### config.mk
export PLATFORM = sky130hd
export DESIGN_NAME = arith_token_lexer
export DESIGN_NICKNAME = d
export VERILOG_FILES = /design/src/rtl/core/atl_pkg.sv /design/src/rtl/core/arith_token_lexer.sv
export SDC_FILE = /design/constraint.sdc
export NUM_CORES = 2
export LEC_CHECK = 0
export ABC_CLOCK_PERIOD_IN_PS = 23100
export BUFFER_PORTS_ARGS = -buffer_cell sky130_fd_sc_hd__buf_2
export CORE_ASPECT_RATIO = 0.5
export CORE_MARGIN = 10
export CORE_UTILIZATION = 48
export CTS_CLUSTER_SIZE = 12
export DETAILED_ROUTE_END_ITERATION = 8
export MAX_ROUTING_LAYER = met4
export PLACE_DENSITY = 0.71
export RECOVER_POWER = 100
export SETUP_SLACK_MARGIN = 0.5
export SYNTH_ARGS = -nofsm -noshare
export SYNTH_HDL_FRONTEND = slang
export SYNTH_SLANG_ARGS = --single-unit
### constraint.sdc
create_clock -name clock -period 23.1 [get_ports clock]
set_clock_uncertainty 0.1 [all_clocks]
set_input_delay 2.31 -clock clock [delete_from_list [all_inputs] [get_ports clock]]
set_output_delay 2.31 -clock clock [all_outputs]
set_load 0.02 [all_outputs]
### src/rtl/core/atl_pkg.sv
// Shared types and constants for the arithmetic token lexer.
`timescale 1ns / 1ps
`default_nettype none

package atl_pkg;

   typedef enum logic [1:0] {
      MODE_IDLE  = 2'd0,
      MODE_NUM   = 2'd1,
      MODE_IDENT = 2'd2,
      MODE_HALT  = 2'd3
   } scan_mode_type;

   typedef enum logic [3:0] {
      TOK_VAR     = 4'd0,
      TOK_ID      = 4'd1,
      TOK_EQ      = 4'd2,
      TOK_PLUS    = 4'd3,
      TOK_MINUS   = 4'd4,
      TOK_STAR    = 4'd5,
      TOK_SLASH   = 4'd6,
      TOK_LPAREN  = 4'd7,
      TOK_RPAREN  = 4'd8,
      TOK_ENDLINE = 4'd9,
      TOK_EOF     = 4'd10,
      TOK_NUMBER  = 4'd11,
      TOK_ERROR   = 4'd12
   } token_kind_type;

   localparam int NUM_W   = 63;
   localparam int CHARS_W = 64;
   localparam int LEN_W   = 4;
   localparam int POS_W   = 32;
   localparam int DATA_W  = 168;

   // Bit offsets of the result fields inside rsp_tdata.
   localparam int NUM_LSB   = 0;
   localparam int CHARS_LSB = NUM_LSB + NUM_W;
   localparam int LEN_LSB   = CHARS_LSB + CHARS_W;
   localparam int POS_LSB   = LEN_LSB + LEN_W;
   localparam int PAD_W     = DATA_W - POS_LSB - POS_W;

   localparam logic [NUM_W-1:0]   NUM_MAX = {NUM_W{1'b1}};
   localparam logic [CHARS_W-1:0] KW_VAR_PACKED = 64'h0000_0000_0072_6176;

   localparam logic [7:0] CHAR_EOT   = 8'h00;
   localparam logic [7:0] CHAR_SPACE = 8'h20;
   localparam logic [7:0] CHAR_ZERO  = 8'h30;

   typedef struct packed {
      token_kind_type     kind;
      logic [NUM_W-1:0]   number;
      logic [CHARS_W-1:0] chars;
      logic [LEN_W-1:0]   length;
      logic [POS_W-1:0]   position;
      logic               last;
   } tok_type;

endpackage

`default_nettype wire

### src/rtl/core/arith_token_lexer.sv
// Character-at-a-time tokenizer for a small arithmetic language.
//
// Usage: one text byte per req beat (req_tdata[7:0]); a byte of zero ends the
// text and gives an Eof token, after which positions count from zero again.
// Each req beat gives zero, one or two rsp beats; rsp_tlast marks the last
// beat caused by a given req beat, rsp_tuser carries the token kind.
// Tokens of a byte are written into the result queue and reach rsp from there.
// Throughput: one byte per cycle. Bytes are scanned combinationally at the
// req port and their tokens go into a four-entry result queue; req_tready
// drops only while fewer than two queue entries are free, so a receiver that
// stalls fills the queue and then holds off the sender without losing beats.
// Decimal numbers saturate at 2^63-1; identifiers longer than
// MAX_IDENT_CHARS letters, or any invalid byte, give an error token and the
// lexer then swallows all further bytes without output until reset.
// Reset (synchronous) empties the queue and returns the scanner to idle at
// position zero; it takes effect in the cycle after it is asserted.
`timescale 1ns / 1ps
`default_nettype none

module arith_token_lexer #(
   parameter int MAX_IDENT_CHARS = 8
) (
   input  wire          clock,
   input  wire          reset,
   input  wire          req_tvalid,
   output logic         req_tready,
   input  wire  [7:0]   req_tdata,   // [7:0] char_code
   output logic         rsp_tvalid,
   input  wire          rsp_tready,
   output logic [167:0] rsp_tdata,   // [62:0] number_value, [126:63] ident_chars,
                                     // [130:127] ident_length,
                                     // [162:131] error_position, [167:163] zero
   output logic [3:0]   rsp_tuser,   // [3:0] token_kind
   output logic         rsp_tlast    // last_of_run
);

   localparam logic [atl_pkg::LEN_W-1:0] IDENT_LIMIT = atl_pkg::LEN_W'(MAX_IDENT_CHARS);

   // Scanner state.
   atl_pkg::scan_mode_type             mode_ff, mode_in;
   logic [atl_pkg::NUM_W-1:0]          acc_ff, acc_in;
   logic [atl_pkg::CHARS_W-1:0]        buf_ff, buf_in;
   logic [atl_pkg::LEN_W-1:0]          cnt_ff, cnt_in;
   logic [atl_pkg::POS_W-1:0]          pos_ff, pos_in;

   // Result queue.
   atl_pkg::tok_type                   queue_ff [4];
   logic [1:0]                         wr_ptr_ff, wr_ptr_in;
   logic [1:0]                         rd_ptr_ff, rd_ptr_in;
   logic [2:0]                         count_ff, count_in;

   logic                               req_fire;
   logic                               rsp_fire;
   logic [1:0]                         n_wr;
   atl_pkg::tok_type                   tok0, tok1;
   atl_pkg::tok_type                   head;

   function automatic atl_pkg::tok_type make_tok(
      input atl_pkg::token_kind_type kind,
      input logic [atl_pkg::NUM_W-1:0] number,
      input logic [atl_pkg::CHARS_W-1:0] chars,
      input logic [atl_pkg::LEN_W-1:0] length,
      input logic [atl_pkg::POS_W-1:0] position
   );
      atl_pkg::tok_type t;
      t.kind     = kind;
      t.number   = number;
      t.chars    = chars;
      t.length   = length;
      t.position = position;
      t.last     = 1'b0;
      return t;
   endfunction

   assign req_tready = (count_ff <= 3'd2);
   assign req_fire   = req_tvalid && req_tready;
   assign rsp_fire   = rsp_tvalid && rsp_tready;

   // Scan one byte: next state and up to two tokens.
   always_comb begin
      logic [7:0]  c;
      logic        is_digit, is_letter, is_single, flush, own;
      logic [3:0]  digit;
      logic [66:0] prod;
      atl_pkg::token_kind_type single_kind;
      atl_pkg::tok_type        pend_tok, own_tok;

      c         = req_tdata;
      digit     = 4'(c - atl_pkg::CHAR_ZERO);
      is_digit  = (c >= 8'h30) && (c <= 8'h39);
      is_letter = ((c >= 8'h61) && (c <= 8'h7a)) || ((c >= 8'h41) && (c <= 8'h5a));

      is_single   = 1'b1;
      single_kind = atl_pkg::TOK_EQ;
      case (c)
         8'h3d:   single_kind = atl_pkg::TOK_EQ;
         8'h2b:   single_kind = atl_pkg::TOK_PLUS;
         8'h2d:   single_kind = atl_pkg::TOK_MINUS;
         8'h2a:   single_kind = atl_pkg::TOK_STAR;
         8'h2f:   single_kind = atl_pkg::TOK_SLASH;
         8'h28:   single_kind = atl_pkg::TOK_LPAREN;
         8'h29:   single_kind = atl_pkg::TOK_RPAREN;
         8'h0a:   single_kind = atl_pkg::TOK_ENDLINE;
         default: is_single = 1'b0;
      endcase

      // acc * 10 + digit; anything past 63 bits saturates.
      prod = ({4'b0, acc_ff} << 3) + ({4'b0, acc_ff} << 1) + 67'(digit);

      // Token for whatever is pending.
      if (mode_ff == atl_pkg::MODE_NUM) begin
         pend_tok = make_tok(atl_pkg::TOK_NUMBER, acc_ff, '0, '0, '0);
      end else if (cnt_ff == 4'd3 && buf_ff == atl_pkg::KW_VAR_PACKED) begin
         pend_tok = make_tok(atl_pkg::TOK_VAR, '0, '0, '0, '0);
      end else begin
         pend_tok = make_tok(atl_pkg::TOK_ID, '0, buf_ff, cnt_ff, '0);
      end

      mode_in = mode_ff;
      acc_in  = acc_ff;
      buf_in  = buf_ff;
      cnt_in  = cnt_ff;
      pos_in  = pos_ff;
      tok0    = pend_tok;
      tok1    = pend_tok;
      n_wr    = 2'd0;
      flush   = 1'b0;
      own     = 1'b0;
      own_tok = pend_tok;

      if (req_fire && mode_ff != atl_pkg::MODE_HALT) begin
         if (mode_ff == atl_pkg::MODE_NUM && is_digit) begin
            acc_in = (prod[66:63] != 4'd0) ? atl_pkg::NUM_MAX : prod[62:0];
            pos_in = pos_ff + 32'd1;
         end else if (mode_ff == atl_pkg::MODE_IDENT && is_letter) begin
            if (cnt_ff < IDENT_LIMIT) begin
               for (int i = 0; i < 8; i++) begin
                  if (cnt_ff[2:0] == 3'(i)) begin
                     buf_in[8*i +: 8] = c;
                  end
               end
               cnt_in = cnt_ff + 4'd1;
               pos_in = pos_ff + 32'd1;
            end else begin
               // Identifier too long: the pending name is dropped.
               tok0      = make_tok(atl_pkg::TOK_ERROR, '0, '0, '0, pos_ff);
               tok0.last = 1'b1;
               n_wr      = 2'd1;
               mode_in   = atl_pkg::MODE_HALT;
               acc_in    = '0;
               buf_in    = '0;
               cnt_in    = '0;
            end
         end else begin
            flush   = (mode_ff != atl_pkg::MODE_IDLE);
            mode_in = atl_pkg::MODE_IDLE;
            acc_in  = '0;
            buf_in  = '0;
            cnt_in  = '0;
            if (c == atl_pkg::CHAR_EOT) begin
               own     = 1'b1;
               own_tok = make_tok(atl_pkg::TOK_EOF, '0, '0, '0, '0);
               pos_in  = '0;
            end else if (c == atl_pkg::CHAR_SPACE) begin
               pos_in = pos_ff + 32'd1;
            end else if (is_single) begin
               own     = 1'b1;
               own_tok = make_tok(single_kind, '0, '0, '0, '0);
               pos_in  = pos_ff + 32'd1;
            end else if (is_digit) begin
               mode_in = atl_pkg::MODE_NUM;
               acc_in  = atl_pkg::NUM_W'(digit);
               pos_in  = pos_ff + 32'd1;
            end else if (is_letter) begin
               mode_in = atl_pkg::MODE_IDENT;
               buf_in  = atl_pkg::CHARS_W'(c);
               cnt_in  = 4'd1;
               pos_in  = pos_ff + 32'd1;
            end else begin
               own     = 1'b1;
               own_tok = make_tok(atl_pkg::TOK_ERROR, '0, '0, '0, pos_ff);
               mode_in = atl_pkg::MODE_HALT;
            end

            if (flush && own) begin
               tok0      = pend_tok;
               tok1      = own_tok;
               tok1.last = 1'b1;
               n_wr      = 2'd2;
            end else if (flush) begin
               tok0      = pend_tok;
               tok0.last = 1'b1;
               n_wr      = 2'd1;
            end else if (own) begin
               tok0      = own_tok;
               tok0.last = 1'b1;
               n_wr      = 2'd1;
            end
         end
      end
   end

   always_ff @(posedge clock) begin
      if (reset) begin
         mode_ff <= atl_pkg::MODE_IDLE;
         acc_ff  <= '0;
         buf_ff  <= '0;
         cnt_ff  <= '0;
         pos_ff  <= '0;
      end else begin
         mode_ff <= mode_in;
         acc_ff  <= acc_in;
         buf_ff  <= buf_in;
         cnt_ff  <= cnt_in;
         pos_ff  <= pos_in;
      end
   end

   // Queue bookkeeping.
   always_comb begin
      wr_ptr_in = wr_ptr_ff + 2'(n_wr);
      rd_ptr_in = rd_ptr_ff + 2'(rsp_fire);
      count_in  = count_ff + 3'(n_wr) - 3'(rsp_fire);
   end

   always_ff @(posedge clock) begin
      if (reset) begin
         wr_ptr_ff <= '0;
         rd_ptr_ff <= '0;
         count_ff  <= '0;
      end else begin
         wr_ptr_ff <= wr_ptr_in;
         rd_ptr_ff <= rd_ptr_in;
         count_ff  <= count_in;
      end
   end

   always_ff @(posedge clock) begin
      if (n_wr != 2'd0) begin
         queue_ff[wr_ptr_ff] <= tok0;
      end
      if (n_wr == 2'd2) begin
         queue_ff[wr_ptr_ff + 2'd1] <= tok1;
      end
   end

   assign head       = queue_ff[rd_ptr_ff];
   assign rsp_tvalid = (count_ff != 3'd0);
   assign rsp_tuser  = head.kind;
   assign rsp_tlast  = head.last;
   assign rsp_tdata  = {{atl_pkg::PAD_W{1'b0}}, head.position, head.length,
                        head.chars, head.number};

endmodule

`default_nettype wire

==> run_results.csv <==
group,metric,value,unit
outcome,status,"finished with violations",
outcome,violations,"max-capacitance violations, max-slew violations",
logic_synthesis,synth-simple-area-share,0.155,
sta,fin_tns_setup,0,ps
logic_synthesis,synth-adder-area-share,0.0442,
clock_tree,cts_max_path_buffers,3,
floorplan,initial_core_util,0.483,
sta,hold_slack,439,ps
sta,fin_crit_sh,0.591,
logic_synthesis,synth_edf_count,672,
floorplan,ios,187,
detailed_routing,drc,0,
detailed_routing,routedWlPerCell,21.8,um
sta,layout_min_cycle_time,13660,ps
detailed_routing,via_count,26262,
place,portBuffers,181,
clock_tree,ctsHoldBuffers,0,
clock_tree,ctsRootBufferMaster,"clkbuf_16",
clock_tree,clock_latency,650,ps
finish,syn2layout_area_growth,9.51,%
power_and_ir_drop,total_power,4.33,mW
detailed_routing,viasPerCell,5.86,
detailed_routing,drt_pass1_iterations,6,
sta,worst_pin_slew,11130,ps
critical_path,critPathKind,"in -> reg",
logic_synthesis,synth.cell_area,0.0404,mm2
critical_path,start_kind,"primary input",
finish,fin_nets,3448,
floorplan,die-area,0.0969,mm2
global_routing,gr-total-overflow,0,
logic_synthesis,netlist_instances,3200,
global_routing,grtUsageTotal,0.204,
power_and_ir_drop,ir_drop,62.4,uV
sta,clock.fmax,0.0732,GHz
clock_tree,path_clk_slew,60,ps
global_routing,antenna_found_initial,5,
logic_synthesis,ys_warn_count,0,
global_routing,grtUsageMet2,0.343,
job,cap_viol_max_count,30,
min_path,hold_path.class,"reg -> reg",
logic_synthesis,synth_compound_area_frac,0.0751,
global_routing,grt_start_max_net_pins,170,
detailed_routing,routed_wl,97.9,mm
sta,rsz0062_at_grt,"false",
logic_synthesis,synth.distinct_cells,89,
critical_path,critPathRequiredTime,23180,ps
logic_synthesis,seq_area_frac_synth,0.585,
critical_path,critPathMaxFanout,66,
floorplan,die_y,225,um
place,place_inst,4327,
floorplan,rows,75,
clock_tree,cts_tree,"done",
critical_path,worstSetupEndpointType,"flop",
clock_tree,cts_num_sinks,844,
logic_synthesis,yosys_most_used_dff,"edfxtp_1",
finish,drive_gt1_frac,0.0948,
place,dp_hpwl,61.1,mm
critical_path,critPathArrivalTime,13740,ps
power_and_ir_drop,powerDensity,97.9,mW/mm2
detailed_routing,ant_nets,0,
logic_synthesis,avgSynthCellArea,12.6,um2
sta,slew_headroom,-6.42,
global_routing,top_usage_layer,"met2",
logic_synthesis,synth_top_family_by_area,"simple AND/OR/NAND/NOR gates",
floorplan,die_w,430,um
sta,slew_violations,1552,
finish,fin_cells,4485,
sta,setup_violations,0,
logic_synthesis,synthArstFlopShare,0,
global_routing,grt_pass1_wl,153,mm
logic_synthesis,synthXorXnorAreaFrac,0.0180,
sta,hold_violations,0,
global_routing,first_global_vias,26240,
power_and_ir_drop,p_leak,15.8,nW
global_routing,grt_use_met3,0.0235,
clock_tree,h-tree-depth,3,
clock_tree,cts_buffers,82,
finish,stdcell_area,0.0442,mm2
clock_tree,post_cts_buffers,0,
place,gp_congestion,0.892,
global_routing,use_met1,0.266,
clock_tree,post_cts_resized,0,
logic_synthesis,synth_mux_area_frac,0.0973,
floorplan,coreArea,0.0836,mm2
detailed_routing,drt_iter0_markers,2458,
logic_synthesis,synth-seq-cells,844,
place,placement.cell_area,0.0422,mm2
## registers in the layout, indices dropped and copies added, names as in the netlist
register / flops
count_ff: 3
cnt_ff: 4
queue_ff: 672
buf_ff: 64
mode_ff: 2
acc_ff: 63
pos_ff: 32
wr_ptr_ff: 2
rd_ptr_ff: 2
## final timing paths
check / startpoint / to / slack, ps / cells after the start
setup / recovery: req_tdata[0] / queue_ff[1][128] / 9440 / 12
hold / removal: buf_ff[6] / buf_ff[6] / 440 / 2
setup reg to reg: mode_ff[1] / queue_ff[1][128] / 11650 / 9
hold reg to reg: buf_ff[6] / buf_ff[6] / 440 / 2
## synthesized netlist by cell type (11+ instances only)
cell / count / area, um2
a21oi_1: 118 / 591
o21bai_1: 12 / 90.1
or3_1: 11 / 68.8
and2_1: 337 / 2110
a22oi_1: 54 / 405
mux4_2: 168 / 3780
nor4_1: 17 / 106
inv_1: 34 / 128
buf_1: 30 / 113
o21a_1: 17 / 128
nor2_1: 479 / 1800
o211ai_1: 12 / 90.1
xor2_1: 40 / 350
ha_1: 138 / 1730
nand2b_1: 12 / 75.1
o21ai_1: 11 / 55.1
buf_2: 46 / 230
nand3_1: 40 / 200
nand2_1: 211 / 792
edfxtp_1: 672 / 20200
and3_1: 19 / 119
a221o_1: 55 / 551
xnor2_1: 43 / 377
nand4_1: 39 / 244
nor2b_1: 17 / 106
dfxtp_1: 172 / 3440
nor3_1: 42 / 210
o21ai_0: 67 / 335
a21o_1: 19 / 143
clkbuf_1: 119 / 447
## worst max-delay path: stages
cell	delay (ps)
clkbuf_1	720
or4_1	260
o22ai_1	140
nor4b_1	1250
mux2i_1	180
nand2b_1	300
inv_1	130
a21oi_1	130
nor2_4	90
clkbuf_1	2650
clkbuf_1	3130
clkbuf_1	2290
## kinds of logic after synthesis
logic type | Yosys count
XOR/XNOR | 83
AO/OA/AOI/OAI | 437
adder cells (fa/ha/maj) | 141
multiplexers | 182
flip-flops | 844
AND/OR/NAND/NOR | 1272
buffers and inverters | 240
other | 1
## cell usage in the layout, fill, tap and decap left out, drive strengths merged, types with 5 or more instances in the layout
cell type and n:
a22oi 54, nand3 41, nor2b 17, nand2 211, o211ai 12, or3 11, edfxtp 672, conb 5
clkbuf 344, o21bai 13, nor3b 8, or2 9, and2 338, a31oi 5, buf 15, o21ai 83
mux2 5, a21oi 118, inv 40, nor4b 7, a221oi 7, mux4 168, ha 138, a211oi 10
a211o 6, and3 19, nand4 40, dfxtp 172, mux2i 9, xor2 40, nor4 17, a221o 55
nand2b 12, o21a 17, xnor2 43, nor2 483, nor3 44, a21o 19
## per-stage QoR
| stage | setup slack [ps] | utilization |
|---|---|---|
| final | 9440 | 0.529 |
| after global placement | 15230 | 0.505 |
| after detailed placement | 15190 | 0.505 |
| after CTS | 15850 | 0.534 |
| after floorplan | 5500 | - |
| after global routing | 8500 | 0.529 |
## final cells by class
type                            instances  area [um2]
Antenna cell                            4        10.0
Sequential cell                       844       23600
Multi-Input combinational cell       2120       15800
Clock inverter                          8        87.6
Clock buffer                          146        2360
Inverter                               34         128
Timing Repair Buffer                  213         846
Tap cell                             1116        1400
Fill cell                            6996       39400
## where the power goes
group	internal (mW)	switching, mW
Sequential	1.85	0.0589
Clock	0.694	0.566
Combinational	0.397	0.764
## layer usage
layer  wire length, um  up-vias  share of wire
li1                  -    12041              -
met4              2030        0          0.021
met2             48900      832           0.50
met3              5170      120          0.053
met1             41900    13269           0.43
met5                 0        -              0
No activity file was read; power rests on OpenSTA's default activity.
